<file path="src/design/swmq_pkg.sv">
package swmq_pkg;

	localparam int DEPTH       = 64;
	localparam int ADDR_W      = $clog2(DEPTH);
	localparam int CNT_W       = $clog2(DEPTH + 1);
	localparam int DATA_W      = 32;
	localparam int QUEUE_DEPTH = 2;
	localparam int QPTR_W      = $clog2(QUEUE_DEPTH);
	localparam int QCNT_W      = $clog2(QUEUE_DEPTH + 1);

	typedef enum logic [2:0] {
		CMD_PUSH = 3'd0,
		CMD_POP  = 3'd1,
		CMD_PEEK = 3'd2,
		CMD_DUMP = 3'd3,
		CMD_MIN  = 3'd4
	} cmd_t;

	typedef enum logic [1:0] {
		ST_OK    = 2'd0,
		ST_FULL  = 2'd1,
		ST_EMPTY = 2'd2
	} status_t;

	typedef enum logic [2:0] {
		S_IDLE,
		S_READ,
		S_DUMP,
		S_MIN,
		S_MINOUT
	} state_t;

	typedef struct packed {
		cmd_t               cmd;
		logic signed [31:0] value;
	} op_t;

endpackage

</file>
<file path="src/design/swmq_if.sv">
interface swmq_req_if;
	import swmq_pkg::*;

	logic               valid;
	logic               ready;
	logic [2:0]         cmd;
	logic signed [31:0] push_value;

	modport source (output valid, output cmd, output push_value, input ready);
	modport sink (input valid, input cmd, input push_value, output ready);
endinterface

interface swmq_rsp_if;
	import swmq_pkg::*;

	logic               valid;
	logic               ready;
	logic [1:0]         status;
	logic signed [31:0] out_value;
	logic               last_item;

	modport source (output valid, output status, output out_value, output last_item,
		input ready);
	modport sink (input valid, input status, input out_value, input last_item,
		output ready);
endinterface

</file>
<file path="src/design/swmq_ram.sv">
module swmq_ram #(
	parameter int WIDTH = 32,
	parameter int DEPTH = 64
) (
	input  logic                     clk,
	input  logic                     we,
	input  logic [$clog2(DEPTH)-1:0] waddr,
	input  logic [WIDTH-1:0]         wdata,
	input  logic                     re,
	input  logic [$clog2(DEPTH)-1:0] raddr,
	output logic [WIDTH-1:0]         rdata
);

	logic [WIDTH-1:0] mem_q [DEPTH];

	always_ff @(posedge clk) begin
		if (we) begin
			mem_q[waddr] <= wdata;
		end
		if (re) begin
			rdata <= mem_q[raddr];
		end
	end

endmodule

</file>
<file path="src/design/swmq_front.sv">
module swmq_front import swmq_pkg::*; (
	input  logic       clk,
	input  logic       arst_n,
	swmq_req_if.sink   req,
	output logic       op_valid,
	output op_t        op,
	input  logic       op_ready
);

	logic valid_s1;
	op_t  op_s1;
	logic cmd_ok;
	logic take;

	always_comb begin
		unique case (req.cmd)
			CMD_PUSH, CMD_POP, CMD_PEEK, CMD_DUMP, CMD_MIN: cmd_ok = 1'b1;
			default:                                         cmd_ok = 1'b0;
		endcase
	end

	assign req.ready = !valid_s1 || op_ready;
	assign take      = req.valid && req.ready;

	always_ff @(posedge clk or negedge arst_n) begin
		if (!arst_n) begin
			valid_s1 <= 1'b0;
		end else if (take) begin
			valid_s1 <= cmd_ok;
		end else if (op_ready) begin
			valid_s1 <= 1'b0;
		end
	end

	always_ff @(posedge clk) begin
		if (take) begin
			op_s1.cmd   <= cmd_t'(req.cmd);
			op_s1.value <= req.push_value;
		end
	end

	assign op_valid = valid_s1;
	assign op       = op_s1;

endmodule

</file>
<file path="src/design/swmq_fifo.sv">
module swmq_fifo import swmq_pkg::*; (
	input  logic clk,
	input  logic arst_n,
	input  logic push_valid,
	input  op_t  push_op,
	output logic push_ready,
	output logic pop_valid,
	output op_t  pop_op,
	input  logic pop_ready
);

	op_t               mem_q [QUEUE_DEPTH];
	logic [QPTR_W-1:0] wr_ptr_q;
	logic [QPTR_W-1:0] rd_ptr_q;
	logic [QCNT_W-1:0] cnt_q;
	logic              do_push;
	logic              do_pop;

	assign push_ready = cnt_q != QCNT_W'(QUEUE_DEPTH);
	assign pop_valid  = cnt_q != '0;
	assign pop_op     = mem_q[rd_ptr_q];
	assign do_push    = push_valid && push_ready;
	assign do_pop     = pop_valid && pop_ready;

	always_ff @(posedge clk or negedge arst_n) begin
		if (!arst_n) begin
			wr_ptr_q <= '0;
			rd_ptr_q <= '0;
			cnt_q    <= '0;
		end else begin
			if (do_push) begin
				wr_ptr_q <= (wr_ptr_q == QPTR_W'(QUEUE_DEPTH - 1)) ? '0 : wr_ptr_q + 1'b1;
			end
			if (do_pop) begin
				rd_ptr_q <= (rd_ptr_q == QPTR_W'(QUEUE_DEPTH - 1)) ? '0 : rd_ptr_q + 1'b1;
			end
			if (do_push && !do_pop) begin
				cnt_q <= cnt_q + 1'b1;
			end else if (do_pop && !do_push) begin
				cnt_q <= cnt_q - 1'b1;
			end
		end
	end

	always_ff @(posedge clk) begin
		if (do_push) begin
			mem_q[wr_ptr_q] <= push_op;
		end
	end

endmodule

</file>
<file path="src/design/swmq_back.sv">
module swmq_back import swmq_pkg::*; (
	input  logic      clk,
	input  logic      arst_n,
	input  logic      op_valid,
	input  op_t       op,
	output logic      op_ready,
	swmq_rsp_if.source rsp
);

	state_t             state_q, state_d;
	logic [CNT_W-1:0]   count_q, count_d;
	logic [ADDR_W-1:0]  idx_q, idx_d;
	logic signed [31:0] best_q, best_d;
	logic               ovalid_q;
	status_t            ostatus_q;
	logic signed [31:0] ovalue_q;
	logic               olast_q;

	logic               out_free;
	logic               emit;
	status_t            e_status;
	logic signed [31:0] e_value;
	logic               e_last;
	logic               ram_we;
	logic               ram_re;
	logic [ADDR_W-1:0]  ram_raddr;
	logic [DATA_W-1:0]  ram_rdata;
	logic signed [31:0] rd_val;
	logic [ADDR_W-1:0]  last_idx;
	logic               full;
	logic               empty;

	swmq_ram #(.WIDTH(DATA_W), .DEPTH(DEPTH)) u_ram (
		.clk   (clk),
		.we    (ram_we),
		.waddr (count_q[ADDR_W-1:0]),
		.wdata (op.value),
		.re    (ram_re),
		.raddr (ram_raddr),
		.rdata (ram_rdata)
	);

	assign rd_val   = $signed(ram_rdata);
	assign last_idx = ADDR_W'(count_q - CNT_W'(1));
	assign full     = count_q == CNT_W'(DEPTH);
	assign empty    = count_q == '0;
	assign out_free = !ovalid_q || rsp.ready;

	always_comb begin
		state_d   = state_q;
		count_d   = count_q;
		idx_d     = idx_q;
		best_d    = best_q;
		op_ready  = 1'b0;
		ram_we    = 1'b0;
		ram_re    = 1'b0;
		ram_raddr = idx_q;
		emit      = 1'b0;
		e_status  = ST_OK;
		e_value   = '0;
		e_last    = 1'b1;
		unique case (state_q)
			S_IDLE: begin
				if (op_valid && out_free) begin
					op_ready = 1'b1;
					unique case (op.cmd)
						CMD_PUSH: begin
							emit = 1'b1;
							if (full) begin
								e_status = ST_FULL;
							end else begin
								ram_we  = 1'b1;
								count_d = count_q + 1'b1;
							end
						end
						CMD_POP, CMD_PEEK: begin
							if (empty) begin
								emit     = 1'b1;
								e_status = ST_EMPTY;
							end else begin
								ram_re    = 1'b1;
								ram_raddr = last_idx;
								state_d   = S_READ;
								if (op.cmd == CMD_POP) begin
									count_d = count_q - 1'b1;
								end
							end
						end
						CMD_DUMP, CMD_MIN: begin
							if (empty) begin
								emit     = 1'b1;
								e_status = ST_EMPTY;
							end else begin
								ram_re    = 1'b1;
								ram_raddr = '0;
								idx_d     = '0;
								state_d   = (op.cmd == CMD_DUMP) ? S_DUMP : S_MIN;
							end
						end
						default: ;
					endcase
				end
			end
			S_READ: begin
				if (out_free) begin
					emit    = 1'b1;
					e_value = rd_val;
					state_d = S_IDLE;
				end
			end
			S_DUMP: begin
				if (out_free) begin
					emit    = 1'b1;
					e_value = rd_val;
					e_last  = idx_q == last_idx;
					if (idx_q == last_idx) begin
						state_d = S_IDLE;
					end else begin
						idx_d     = idx_q + 1'b1;
						ram_re    = 1'b1;
						ram_raddr = idx_q + 1'b1;
					end
				end
			end
			S_MIN: begin
				best_d = (idx_q == '0 || rd_val < best_q) ? rd_val : best_q;
				if (idx_q == last_idx) begin
					state_d = S_MINOUT;
				end else begin
					idx_d     = idx_q + 1'b1;
					ram_re    = 1'b1;
					ram_raddr = idx_q + 1'b1;
				end
			end
			S_MINOUT: begin
				if (out_free) begin
					emit    = 1'b1;
					e_value = best_q;
					state_d = S_IDLE;
				end
			end
		endcase
	end

	always_ff @(posedge clk or negedge arst_n) begin
		if (!arst_n) begin
			state_q  <= S_IDLE;
			count_q  <= '0;
			idx_q    <= '0;
			ovalid_q <= 1'b0;
		end else begin
			state_q <= state_d;
			count_q <= count_d;
			idx_q   <= idx_d;
			if (emit) begin
				ovalid_q <= 1'b1;
			end else if (rsp.ready) begin
				ovalid_q <= 1'b0;
			end
		end
	end

	always_ff @(posedge clk) begin
		best_q <= best_d;
		if (emit) begin
			ostatus_q <= e_status;
			ovalue_q  <= e_value;
			olast_q   <= e_last;
		end
	end

	assign rsp.valid     = ovalid_q;
	assign rsp.status    = ostatus_q;
	assign rsp.out_value = ovalue_q;
	assign rsp.last_item = olast_q;

	a_count_bound: assert property (@(posedge clk) disable iff (!arst_n)
		count_q <= CNT_W'(DEPTH))
		else $error("entry count above depth");

	a_scan_idx: assert property (@(posedge clk) disable iff (!arst_n)
		(state_q == S_DUMP || state_q == S_MIN) |-> (CNT_W'(idx_q) < count_q))
		else $error("scan index past top of stack");

	a_count_step: assert property (@(posedge clk) disable iff (!arst_n)
		(count_q != $past(count_q)) |-> $past(state_q == S_IDLE && op_ready))
		else $error("entry count changed outside a command start");

	a_emit_free: assert property (@(posedge clk) disable iff (!arst_n)
		emit |-> out_free)
		else $error("result written over an untaken result");

endmodule

</file>
<file path="src/design/stack_with_min_query.sv">
// Path: an accepted item passes the front register and queue to the back end. Push and
// errors reach the result register from idle; pop and peek first do one RAM read in
// S_READ; minimum scans every stored entry in S_MIN and sends the result from S_MINOUT.
// While results are taken: one push per cycle; dump sends n transfers, one per cycle.
// Reset: arst_n clears the entry count, queue and output valid; stack RAM is not cleared.
module stack_with_min_query import swmq_pkg::*; (
	input  logic       clk,
	input  logic       arst_n,
	swmq_req_if.sink   req,
	swmq_rsp_if.source rsp
);

	logic op_valid_f;
	op_t  op_f;
	logic op_ready_f;
	logic op_valid_b;
	op_t  op_b;
	logic op_ready_b;

	swmq_front u_front (
		.clk      (clk),
		.arst_n   (arst_n),
		.req      (req),
		.op_valid (op_valid_f),
		.op       (op_f),
		.op_ready (op_ready_f)
	);

	swmq_fifo u_fifo (
		.clk        (clk),
		.arst_n     (arst_n),
		.push_valid (op_valid_f),
		.push_op    (op_f),
		.push_ready (op_ready_f),
		.pop_valid  (op_valid_b),
		.pop_op     (op_b),
		.pop_ready  (op_ready_b)
	);

	swmq_back u_back (
		.clk      (clk),
		.arst_n   (arst_n),
		.op_valid (op_valid_b),
		.op       (op_b),
		.op_ready (op_ready_b),
		.rsp      (rsp)
	);

endmodule
</file>
<file path="src/flat_wrapper.sv">
// flat-port wrapper written by rule: the top's interface ports become plain ports
module stack_with_min_query_flat import swmq_pkg::*;
  (clk, arst_n, req_valid, req_cmd, req_push_value, req_ready, rsp_valid, rsp_status, rsp_out_value, rsp_last_item, rsp_ready);
  swmq_req_if req_i ();
  swmq_rsp_if rsp_i ();
  input  logic clk;
  input  logic arst_n;
  input wire logic [$bits(req_i.valid)-1:0] req_valid;
  input wire logic [$bits(req_i.cmd)-1:0] req_cmd;
  input wire logic [$bits(req_i.push_value)-1:0] req_push_value;
  output wire logic [$bits(req_i.ready)-1:0] req_ready;
  output wire logic [$bits(rsp_i.valid)-1:0] rsp_valid;
  output wire logic [$bits(rsp_i.status)-1:0] rsp_status;
  output wire logic [$bits(rsp_i.out_value)-1:0] rsp_out_value;
  output wire logic [$bits(rsp_i.last_item)-1:0] rsp_last_item;
  input wire logic [$bits(rsp_i.ready)-1:0] rsp_ready;
  assign req_i.valid = req_valid;
  assign req_i.cmd = req_cmd;
  assign req_i.push_value = req_push_value;
  assign req_ready = req_i.ready;
  assign rsp_valid = rsp_i.valid;
  assign rsp_status = rsp_i.status;
  assign rsp_out_value = rsp_i.out_value;
  assign rsp_last_item = rsp_i.last_item;
  assign rsp_i.ready = rsp_ready;
  stack_with_min_query u_core (.clk(clk), .arst_n(arst_n), .req(req_i), .rsp(rsp_i));
endmodule
</file>
<file path="config.mk">
export PLATFORM = sky130hd
export DESIGN_NAME = stack_with_min_query_flat
export DESIGN_NICKNAME = d
export VERILOG_FILES = /design/src/design/swmq_pkg.sv /design/src/design/swmq_if.sv /design/src/design/swmq_ram.sv /design/src/design/swmq_front.sv /design/src/design/swmq_fifo.sv /design/src/design/swmq_back.sv /design/src/design/stack_with_min_query.sv /design/src/flat_wrapper.sv
export SDC_FILE = /design/constraint.sdc
export NUM_CORES = 2
export LEC_CHECK = 0
export BUFFER_PORTS_ARGS = -buffer_cell sky130_fd_sc_hd__buf_4
export CAP_MARGIN = 5
export CELL_PAD_IN_SITES_DETAIL_PLACEMENT = 0
export CELL_PAD_IN_SITES_GLOBAL_PLACEMENT = 1
export CORE_MARGIN = 5
export CORE_UTILIZATION = 40
export CTS_CLUSTER_DIAMETER = 150
export DETAILED_ROUTE_END_ITERATION = 10
export GPL_ROUTABILITY_DRIVEN = 0
export PLACE_DENSITY_LB_ADDON = 0.2
export SYNTH_ARGS = -nofsm -noshare
export SYNTH_HDL_FRONTEND = slang
export SYNTH_SLANG_ARGS = --single-unit
</file>
<file path="constraint.sdc">
create_clock -name clk -period 5.55 [get_ports clk]
set_clock_uncertainty 0.15 [all_clocks]
set_input_delay 0.555 -clock clk [delete_from_list [all_inputs] [get_ports clk]]
set_output_delay 0.555 -clock clk [all_outputs]
set_load 0.02 [all_outputs]
</file>
==> flow_metrics.tcl <==
set metrics [dict create \
    clock_tree.root_cell "clkbuf_16" \
    grt_usage_pct 23.2 \
    drtPass1Iterations 6 \
    nets 6975 \
    p_int_mw 38.9 \
    multi_input_area_mm2 0.0208 \
    top_usage_layer "met2" \
    syn_nets 6646 \
    met2_usage_pct 37.7 \
    r2r-start "u_core.u_back.count_q[1]$_DFFE_PN0P_" \
    layout.cells.non_filler 10100 \
    worstPathMaxFanout 20 \
    hp-start "rsp_ready" \
    synth_edf_count 2252 \
    io_pins 76 \
    ys_seq_area_share_pct 75.6 \
    cp_slowest_cell "a31oi_1" \
    hp-class "in -> reg" \
    ir_drop_v 0.000422 \
    ant_nets 0 \
    grt_use_met3_pct 3.62 \
    setup_viol 0 \
    synth_seq_cells 2274 \
    grtUsageMet1_pct 32.8 \
    core_area_mm2 0.225 \
    cts_tree "done" \
    path_class "reg -> reg" \
    critPathArrivalTime_ns 6.02 \
    io_buffer_count 75 \
    grt_pass1_vias 54200 \
    crit_path_max_incr_delay_ns 1.04 \
    grt_max_degree 68 \
    placed_cell_area_mm2 0.0972 \
    design_area_mm2 0.105 \
    finalWirelength_um 280000 \
    drive_gt1_share_pct 13.8 \
    power.share.switching_pct 40.1 \
    cts_buffers 234 \
    yosys.area.top_type "edfxtp_1" \
    cts_sinks 2274 \
    p_clk_share_pct 22.7 \
    synth_area_leaders "edfxtp_1 (75%), nand2_1 (7.8%), nand3_1 (4.4%)" \
    drt-initial-drc-count 6341 \
    ys_top_cells_by_count "edfxtp_1 (2,252), nand2_1 (1,880), nand3_1 (800)" \
    gr-total-overflow 0 \
    hold_viol 0 \
    insertion_delay_ns 0.87 \
    clk_pin_slew_ns 0.06 \
    status "complete, no violations" \
    slew_violations 0 \
    synth.distinct_cells 70 \
    synthMostInstantiatedCell "edfxtp_1" \
    synth-async-reset-ratio_pct 0.967 \
    antenna_found_initial 26 \
    syn-mean-instance-area_um2 13.7 \
    syn_inst 6571 \
    via_per_inst 5.57 \
    pwr-share-seq_pct 34.2 \
    h-tree-depth 4 \
    syn_area_mm2 0.0902 \
    register_area_mm2 0.0682 \
    synth_flop_cell "edfxtp_1" \
    vias 56200 \
    p_comb_share_pct 43.2 \
    leakagePower_nw 36.2 \
    hold_slack_ns 0.0653 \
    die_x_um 485 \
    fmax_mhz 184 \
    clk_path_buf_depth 3 \
    crit_path_cell_trace "inv_1, ha_1, or3b_1, xnor2_1, nor4_4, a211oi_1, mux2i_1, o221ai_1, buf_4, nor2_4, buf_12, buf_12, buf_4, nand3_1, a31oi_1, or4_1" \
    min_period_over_period_pct 98.1 \
    synthToLayoutAreaGrowth_pct 16.4 \
    fp.dieH_um 485 \
    cp_data_required_time_ns 6.13 \
    dieArea_mm2 0.235 \
    crit_family "compound AO/OA/AOI/OAI gates" \
    power_density_mw_per_mm2 618 \
    n_fill_cell 19800 \
    drc 0 \
    critPathCaptureType "flop" \
    worst_slew_pin_slew_ns 1.30 \
    std_cell_rows 174 \
    synth_top_area_share_pct 75.0 \
    start_util_pct 40.2 \
    detail_route.wl_per_cell_um 27.7 \
    place_inst 9609 \
    p_switching_mw 26.0 \
    grt_pass1_wl_um 398000 \
    hpwl_um 161000 \
    yosys_warnings 0 \
    maxCapViolCount 0 \
    fin_crit_ns 5.44 \
    slew_headroom_pct 13.0 \
    crit_buf_inv 5 \
    crit_start "u_core.u_back.count_q[1]$_DFFE_PN0P_" \
    startpoint_type "flop" \
]
final cells by class:
class                      count  area share, %
clock buffer                 296           5.86
multi-input combinational   3835           19.8
antenna                       17         0.0405
timing repair buffer         515           4.79
clock inverter               128          0.857
sequential                  2274           64.9
inverter                      40          0.143
tap                         2992           3.57
per-layer routing:
metal	vias up	wire, um
li1	25100	-
met1	28800	121000
met2	2037	133000
met3	337	19400
met4	4	6450
met5	-	27
path summary, 6_finish.rpt:
kind,slack [ns],endpoint,cells past startpoint
worst max register to register,0.11,u_core.u_back.u_ram.rdata[16]$_DFFE_PP_,16
worst min-delay path,0.07,u_core.u_back.rsp.valid$_DFFE_PN0P_,3
min in group asynchronous,0.55,u_core.u_front.op_valid$_DFFE_PN0P_,4
worst max-delay path,0.11,u_core.u_back.u_ram.rdata[16]$_DFFE_PP_,16
worst min register to register,0.29,u_core.u_fifo.mem_q[0][29]$_DFFE_PP_,0
max in group asynchronous,4.53,u_core.u_fifo.rd_ptr_q$_DFFE_PN0P_,4
power by group through the flow:
stage          registers, mW  logic (mW)  clock network, mW
6_report                22.2        28.0               14.7
5_1_grt                 22.2        30.1               15.7
4_1_cts                 22.2        27.8               15.0
3_5_place_dp            22.5        27.4                  0
3_3_place_gp            22.5        27.3                  0
2_1_floorplan           22.5        15.5                  0
metrics by stage:
stage	TNS [ns]	setup WS, ns	power, mW	utilization (%)
floorplan	0	1.10	38.0	-
global placement	-3.37	-0.620	49.9	43.3
detailed placement	-2.42	-0.589	50.0	43.3
CTS	0	0.00814	64.9	46.6
global route	-0.0102	-0.0102	68.0	46.7
finish	0	0.107	64.9	46.7
placed cells by master, fill, tap and decap left out, types with 55 or more instances in the layout:
master	instances
a31oi_1	238
clkinv_1	68
clkbuf_16	239
buf_12	81
clkbuf_1	59
buf_4	392
nand2_1	1877
mux2i_1	104
a32oi_1	81
edfxtp_1	2252
nor2_1	55
nand3_1	799
nor2_4	67
and3_1	171
tightest hold or removal path, cell delays in order:
cell      delay (ns)
buf_4           0.12
nand2b_1        0.24
nand4_1         0.11
state kept, by name, indices dropped and copies added (netlist names):
register	flops
u_core.u_back.u_ram.mem_q	2048
u_core.u_back.rsp.last_item	1
u_core.u_fifo.mem_q	70
u_core.u_back.rsp.valid	1
u_core.u_front.op_valid	1
u_core.u_back.idx_q	6
u_core.u_back.state_q	3
u_core.u_back.rsp.status	2
u_core.u_back.rsp.out_value	32
u_core.u_front.op	35
u_core.u_fifo.cnt_q	2
u_core.u_back.count_q	7
u_core.u_fifo.wr_ptr_q	1
u_core.u_back.u_ram.rdata	32
u_core.u_fifo.rd_ptr_q	1
u_core.u_back.best_q	32
repair_timing:
| action | in CTS | in global routing |
|---|---|---|
| endpoints found under the setup margin | 10 | 16 |
| cloned | 0 | 2 |
| hold buffers | 39 | 0 |
| gates resized for setup | 12 | 16 |
| buffers inserted | 4 | 2 |
| hold endpoints to repair | 58 | 0 |
| pin swaps | 0 | 4 |
kinds of logic (layout without fill, tap and decap cells):
| logic type | Yosys count | in the layout | synth area share, % |
|---|---|---|---|
| compound gates | 542 | 542 | 4.50 |
| xor+xnor | 28 | 28 | 0.287 |
| fa+ha+maj | 36 | 36 | 0.499 |
| buf+inv | 462 | 979 | 2.33 |
| flops | 2274 | 2274 | 75.6 |
| mux | 162 | 162 | 2.16 |
| other cells | 0 | 17 | 0 |
| simple gates | 3067 | 3067 | 14.7 |
Note: power is estimated with default switching activity, not from simulation.
